===== src/rtl/core/worst_fit_segment_allocator_defines.svh =====
// Assertion macros for the worst-fit allocator.
`ifndef WORST_FIT_SEGMENT_ALLOCATOR_DEFINES_SVH
`define WORST_FIT_SEGMENT_ALLOCATOR_DEFINES_SVH
`ifndef NO_ASSERTIONS
`define WFSA_ASSERT(lbl, ck, rn, prop, msg) \
	lbl: assert property (@(posedge ck) disable iff (!rn) prop) else $error(msg);
`define WFSA_ASSERT_ALWAYS(lbl, ck, prop, msg) \
	lbl: assert property (@(posedge ck) prop) else $error(msg);
`else
`define WFSA_ASSERT(lbl, ck, rn, prop, msg)
`define WFSA_ASSERT_ALWAYS(lbl, ck, prop, msg)
`endif
`endif


===== src/rtl/core/wfsa_pkg.sv =====
`default_nettype none
package wfsa_pkg;
	localparam int CELL_W = 31;
	localparam int TGT_W = 10;
	localparam logic [CELL_W-1:0] SPACE_RESET = 31'd1048576;

	localparam logic OP_ALLOC = 1'b0;
	localparam logic OP_FREE = 1'b1;

	typedef struct packed {
		logic              op;
		logic [CELL_W-1:0] size;
		logic [TGT_W-1:0]  free_target;
	} item_t;

	typedef struct packed {
		logic              granted;
		logic [CELL_W-1:0] position;
	} result_t;

	// one RAM word: a free segment or a recorded grant
	typedef struct packed {
		logic [CELL_W-1:0] start;
		logic [CELL_W-1:0] len;
		logic              live;
	} seg_t;

	localparam int SEG_W = $bits(seg_t);

	typedef struct packed {
		logic clr_wr;
		logic latch;
		logic grant_rd;
		logic gchk;
		logic scan_rd;
		logic act;
		logic rinv;
	} cmd_t;

	typedef struct packed {
		logic target_ok;
		logic merge_both;
	} stat_t;
endpackage
`default_nettype wire


===== src/rtl/core/wfsa_ctrl.sv =====
`default_nettype none
`include "worst_fit_segment_allocator_defines.svh"
module wfsa_ctrl #(
	parameter int MAX_REQUESTS = 1024,
	parameter int FREE_SLOTS = 1025,
	localparam int CLR_LEN = (FREE_SLOTS > MAX_REQUESTS) ? FREE_SLOTS : MAX_REQUESTS,
	localparam int IW = $clog2(CLR_LEN)
) (
	input  wire logic           clk,
	input  wire logic           arst_n,
	input  wire logic           start,
	input  wire logic           op_in,
	input  wire logic           cfg_wr,
	input  wire wfsa_pkg::stat_t st,
	output wfsa_pkg::cmd_t      cmd,
	output logic [IW-1:0]       idx,
	output logic                busy
);
	localparam logic [2:0] ST_CLR  = 3'd0;
	localparam logic [2:0] ST_IDLE = 3'd1;
	localparam logic [2:0] ST_GRD  = 3'd2;
	localparam logic [2:0] ST_GCHK = 3'd3;
	localparam logic [2:0] ST_SCAN = 3'd4;
	localparam logic [2:0] ST_LAST = 3'd5;
	localparam logic [2:0] ST_ACT  = 3'd6;
	localparam logic [2:0] ST_RINV = 3'd7;

	logic [2:0] state_q;
	logic [IW-1:0] idx_q;

	always_ff @(posedge clk or negedge arst_n) begin
		if (!arst_n) begin
			state_q <= ST_CLR;
			idx_q <= '0;
		end else if (cfg_wr) begin
			state_q <= ST_CLR;
			idx_q <= '0;
		end else begin
			case (state_q)
				ST_CLR: begin
					if (idx_q == IW'(CLR_LEN - 1)) begin
						state_q <= ST_IDLE;
						idx_q <= '0;
					end else begin
						idx_q <= idx_q + 1'b1;
					end
				end
				ST_IDLE: begin
					if (start) begin
						idx_q <= '0;
						state_q <= (op_in == wfsa_pkg::OP_ALLOC) ? ST_SCAN : ST_GRD;
					end
				end
				ST_GRD: state_q <= ST_GCHK;
				ST_GCHK: begin
					idx_q <= '0;
					state_q <= st.target_ok ? ST_SCAN : ST_IDLE;
				end
				ST_SCAN: begin
					if (idx_q == IW'(FREE_SLOTS - 1)) begin
						state_q <= ST_LAST;
					end else begin
						idx_q <= idx_q + 1'b1;
					end
				end
				ST_LAST: state_q <= ST_ACT;
				ST_ACT: state_q <= st.merge_both ? ST_RINV : ST_IDLE;
				ST_RINV: state_q <= ST_IDLE;
				default: state_q <= ST_IDLE;
			endcase
		end
	end

	always_comb begin
		cmd = '0;
		cmd.clr_wr = (state_q == ST_CLR);
		cmd.latch = (state_q == ST_IDLE) && start;
		cmd.grant_rd = (state_q == ST_GRD);
		cmd.gchk = (state_q == ST_GCHK);
		cmd.scan_rd = (state_q == ST_SCAN);
		cmd.act = (state_q == ST_ACT);
		cmd.rinv = (state_q == ST_RINV);
	end

	assign idx = idx_q;
	assign busy = (state_q != ST_IDLE);

	`WFSA_ASSERT(a_cfg_clears, clk, arst_n, cfg_wr |=> state_q == ST_CLR, "config write must restart clear")
	`WFSA_ASSERT(a_act_once, clk, arst_n, (state_q == ST_ACT) && !cfg_wr |=> state_q != ST_ACT, "update state held")
	`WFSA_ASSERT(a_scan_end, clk, arst_n, (state_q == ST_LAST) && !cfg_wr |=> state_q == ST_ACT, "scan tail lost")
endmodule
`default_nettype wire


===== config.mk =====
export PLATFORM = sky130hd
export DESIGN_NAME = wfsa_ctrl
export DESIGN_NICKNAME = d
export VERILOG_FILES = /design/src/rtl/core/wfsa_pkg.sv /design/src/rtl/core/wfsa_ctrl.sv
export VERILOG_INCLUDE_DIRS = /design/src /design/src/rtl/core
export SDC_FILE = /design/constraint.sdc
export NUM_CORES = 1
export LEC_CHECK = 0
export ABC_AREA = 1
export BUFFER_PORTS_ARGS = -buffer_cell sky130_fd_sc_hd__buf_2
export CORE_MARGIN = 5
export CORE_UTILIZATION = 35
export CTS_BUF_LIST = sky130_fd_sc_hd__clkbuf_8
export CTS_CLUSTER_DIAMETER = 150
export CTS_CLUSTER_SIZE = 30
export DETAILED_ROUTE_END_ITERATION = 8
export PLACE_DENSITY = 0.54
export SYNTH_ARGS = -nofsm -noshare
export SYNTH_HDL_FRONTEND = slang
export SYNTH_SLANG_ARGS = --single-unit

===== constraint.sdc =====
create_clock -name clk -period 1.7 [get_ports clk]
set_input_delay 0.255 -clock clk [delete_from_list [all_inputs] [get_ports clk]]
set_output_delay 0.255 -clock clk [all_outputs]
set_load 0.05 [all_outputs]

== Yosys cells after proc, flatten, opt, wreduce, memory -nomap -nowiden ==
Cells that the tools add are included.

* Bitwise operators: 0
* Shifts and indexed selects: 0
* $lt $le $gt $ge: 0
* Div/mod/pow operators: 0
* Multiplexer cells: 13
* Add/subtract/negate cells: 1
* Eq/ne operators: 13
* Reduce and logical (&&, ||, !) cells: 5
* Multipliers: 0

{| class="wikitable"
|+ Operators with widths
! cell !! number
|-
| two-way mux 11 bit || 4
|-
| one-hot mux 11 bit (4 select lines) || 1
|-
| one-hot mux 3 bit (8 select lines) || 1
|-
| two-way mux 3 bit || 7
|-
| == test 3 bit (second input constant) || 4
|-
| adder 11 x 1 -> 11 bit (second input constant) || 1
|-
| == test 11 bit (second input constant) || 1
|-
| == test 3 x 2 -> 1 bit (second input constant) || 2
|-
| inequality test 3 x 2 -> 1 bit (second input constant) || 2
|-
| inequality test 3 bit (second input constant) || 2
|-
| AND reduction 3 bit || 2
|-
| nonzero test 5 bit || 1
|-
| == test 3 x 1 -> 1 bit (second input constant) || 1
|-
| zero test 3 bit || 1
|-
| inequality test 3 x 1 -> 1 bit (second input constant) || 1
|-
| logical AND 1 bit || 1
|}

* Bits in writable memories: 0
* Word-level logic and storage cells: 34
* Output and inout port bits: 19
* Input bits: 7
* Register bits: 14
* Bits in latches: 0
* Memories: 0
* Bits in read-only memories: 0

== Logic depth before layout (Yosys ltp) ==
* Word-level depth: 4
* Depth in mapped cells: 11

== Least setup slack after synthesis ==
No wires, ideal clock.

* Path type: register to register
* Start point: register state_q[1]
* End point: register state_q[2]
* Arrival time: 2,070 ps
* Required time: 1,617 ps
* Path buffers: 0
* Clock period less this slack: 2,152 ps
* Setup time: 83 ps
* Setup slack: -452 ps
* Stages on the path, launching flop included: 7
* Cell sequence: dfrtp_1 > inv_1 > nor3_1 > a21oi_1 > nand2_1 > nand3_1 > o21ai_0

{| class="wikitable"
|+ RTL lines
! item !! line !! RTL
|-
| from (decl) || wfsa_ctrl.sv:28 || <nowiki>logic [2:0] state_q;</nowiki>
|-
| from (signal assigned) || wfsa_ctrl.sv:51 || <nowiki>state_q <= (op_in == wfsa_pkg::OP_ALLOC) ? ST_SCAN : ST_GRD;</nowiki>
|-
| from (signal assigned) || wfsa_ctrl.sv:57 || <nowiki>state_q <= st.target_ok ? ST_SCAN : ST_IDLE;</nowiki>
|-
| from (signal assigned) || wfsa_ctrl.sv:67 || <nowiki>ST_ACT: state_q <= st.merge_both ? ST_RINV : ST_IDLE;</nowiki>
|}

==> flow_metrics.tcl <==
set metrics [dict create \
    clkTransAtPathRegs_ns 0.06 \
    status "finished clean" \
    syn2layout_area_growth_pct 31.7 \
    wl_mm 2.89 \
    tightest_slew_ns 0.411 \
    power.internal_w 0.000574 \
    crit_family "buffers and inverters" \
    fin_skew_ns 0.00260 \
    p_comb_share_pct 12.0 \
    vdd_drop_max_v 0.000423 \
    num_vias 1137 \
    fill_cells 304 \
    dp_worst_setup_slack_ns 0.0490 \
    cp-start-kind "flop" \
    ff2ff_setup_slack_ns 0.12 \
    ys_ff_latch 14 \
    crit_chain "inv_1 -> buf_4 -> nand3_1 -> inv_1 -> clkbuf_4" \
    cts_htree_levels 1 \
    utilization_pct 47.3 \
    crit_top_cell "inv_1" \
    hp-class "in2reg" \
    synth_cell_types 21 \
    die_w_um 65.5 \
    setup_violations 0 \
    max_slew_margin_pct 72.5 \
    cts-root-buf "clkbuf_8" \
    final_common_cell "nand2_1" \
    gr-total-overflow 0 \
    antenna_found_initial 0 \
    n_antenna_cell 0 \
    cts_tree "yes" \
    slowest_stage "dfrtp_1" \
    drtIter0Drc 42 \
    post-route-drc-count 0 \
    dieArea_um2 4290 \
    cts_buffer_depth 2 \
    yosysTopAreaCell "dfrtp_1" \
    finalHoldViolations 0 \
    hpwl_mm 2.16 \
    portBuffers 25 \
    rows 20 \
    period_minus_slack_ns 1.60 \
    cp_num_buf_inv 4 \
    final_cell_mix "nand2_1 (37), buf_2 (23), inv_1 (19)" \
    final_nets 203 \
    slowest_delay_ns 0.43 \
    seq_power_share_pct 45.4 \
    power.density_cell_area_nw_per_um2 546 \
    post_route_cells_drive_above_1_share_pct 37.8 \
    synth_area_leaders "dfrtp_1 (32%), nand2_1 (14%), inv_1 (7.7%)" \
    synthesis.nets 165 \
    drt_first_pass_iters 4 \
    netlist_area_um2 1080 \
    via_per_inst 5.03 \
    cts_made_buffers 3 \
    yosys.area.top_type_share_pct 32.5 \
    ant_nets 0 \
    gp_congestion 0.846 \
    clk_latency_ns 0.25 \
    netSwitchingFraction_pct 25.8 \
    grt_pass1_vias 1148 \
    p_leak_nw 0.753 \
    p_switching_w 0.000200 \
    track_usage_pct 14.0 \
    clockPowerShare_pct 42.6 \
    drv_cap 0 \
    rsz0062_at_grt "true" \
    min_period_over_period_pct 94.3 \
    slew_violations 0 \
    setup_slack_ns 0.0966 \
    path_class "reg2out" \
    grt_pass1_wl_mm 4.79 \
    regToRegStartpoint "idx[0]$_DFFE_PN0P_" \
    die_h_um 65.5 \
    fmax_ghz 0.624 \
    worstSetupEndpointType "output pin" \
    hold_path_startpoint "cfg_wr" \
    synth_seq_area_share_pct 32.5 \
    total_power_w 0.000775 \
    initial_utilization_pct 35.9 \
    synth_cells 156 \
    yosysWarnings 0 \
    arrival_ns 1.35 \
    ios 26 \
    startpoint "state_q[2]$_DFFE_PN0P_" \
    core_um2 3000 \
    crit_fanout 5 \
    syn-mean-instance-area_um2 6.91 \
    grt_max_degree 20 \
    wl_per_cell_um 12.8 \
    crit_required_ns 1.44 \
    cts_sinks 14 \
]
[cell usage after synthesis]
master    number
inv_1         22
nand2_2        2
dfrtp_1       14
ha_1           2
buf_2          1
a21oi_1       11
o21ai_0        2
nand3_1       12
nor3_1         4
inv_2          2
nand4_1        2
nor2_1        20
o21ai_2        5
o211a_1        1
buf_12         1
nor2_2         3
xor2_1         4
nand3_2        7
nand2_4        1
nand2_1       39
o211ai_1       1
[layout make-up]
type                    instances  area, um2  share of cell area (%)
flip-flops and latches         14        354                    24.9
well taps                      33       41.3                    2.91
inverters                      24       90.1                    6.34
clock buffers                   4       55.1                    3.88
repair buffers                 34        200                    14.1
multi-input cells             117        679                    47.8
[worst reg2reg max path: cells and delay by family, from the launching register on]
kind / cells / cell delay (ns)
AND/OR/NAND/NOR: 6 / 0.77
flip-flops: 1 / 0.43
adder cells (fa/ha/maj): 1 / 0.14
buffers and inverters: 1 / 0.08
AO/OA/AOI/OAI: 1 / 0.06
[power groups by stage]
stage	Clock, W	Combinational (W)	Sequential [W]
after floorplan	0	0.0000322	0.000378
after global placement	0	0.0000841	0.000358
after detailed placement	0	0.0000859	0.000358
after CTS	0.000337	0.0000881	0.000352
after global routing	0.000356	0.000102	0.000353
final	0.000330	0.0000933	0.000352
[state kept, by name, indices dropped and copies added, names as in the netlist]
register,count
state_q,3
idx,11
[what timing repair did]
action / CTS / global route
setup buffers: 0 / 4
endpoints found under the setup margin: 0 / 12
gates resized for setup: 0 / 12
hold endpoints to repair: 14 / 0
hold buffers: 1 / 0
[final timing paths]
| check | depth (start not counted) | end |
|---|---|---|
| max | 5 | cmd[4] |
| min | 2 | state_q[0]$_DFFE_PN0P_ |
| max reg2reg | 9 | idx[8]$_DFFE_PN0P_ |
| min reg2reg | 2 | idx[0]$_DFFE_PN0P_ |
| max in group asynchronous | 2 | state_q[0]$_DFFE_PN0P_ |
| min in group asynchronous | 2 | idx[5]$_DFFE_PN0P_ |
[metrics by stage]
step	TNS, ns	instances	area, um2	hold WS [ns]
2_1_floorplan	-0.0166	156	1110	-0.0406
3_3_place_gp	0	216	1280	0.175
3_5_place_dp	0	216	1280	0.179
4_1_cts	0	221	1350	0.174
5_1_grt	-0.00400	226	1420	0.172
6_report	0	226	1420	0.174
[cells by family (layout without fill, tap and decap cells)]
family	after synthesis	in the layout	share of synthesized area, %
buffers and inverters	26	62	10.7
DFF	14	14	32.5
AOI/OAI and AO/OA	20	20	11.7
xor gates and xnor gates	4	4	3.25
and+or+nand+nor	90	91	39.6
adders and majority gates	2	2	2.32
[metal layers]
layer  part of all wire (%)  vias to the layer above  GRT usage, %
met5                      0                        -             0
met4                    3.0                        0          8.29
met3                    5.9                        7          2.39
met2                     48                       30          23.6
met1                     43                      527          16.6
li1                       -                      573             -
No activity file was read; power rests on OpenSTA's default activity.
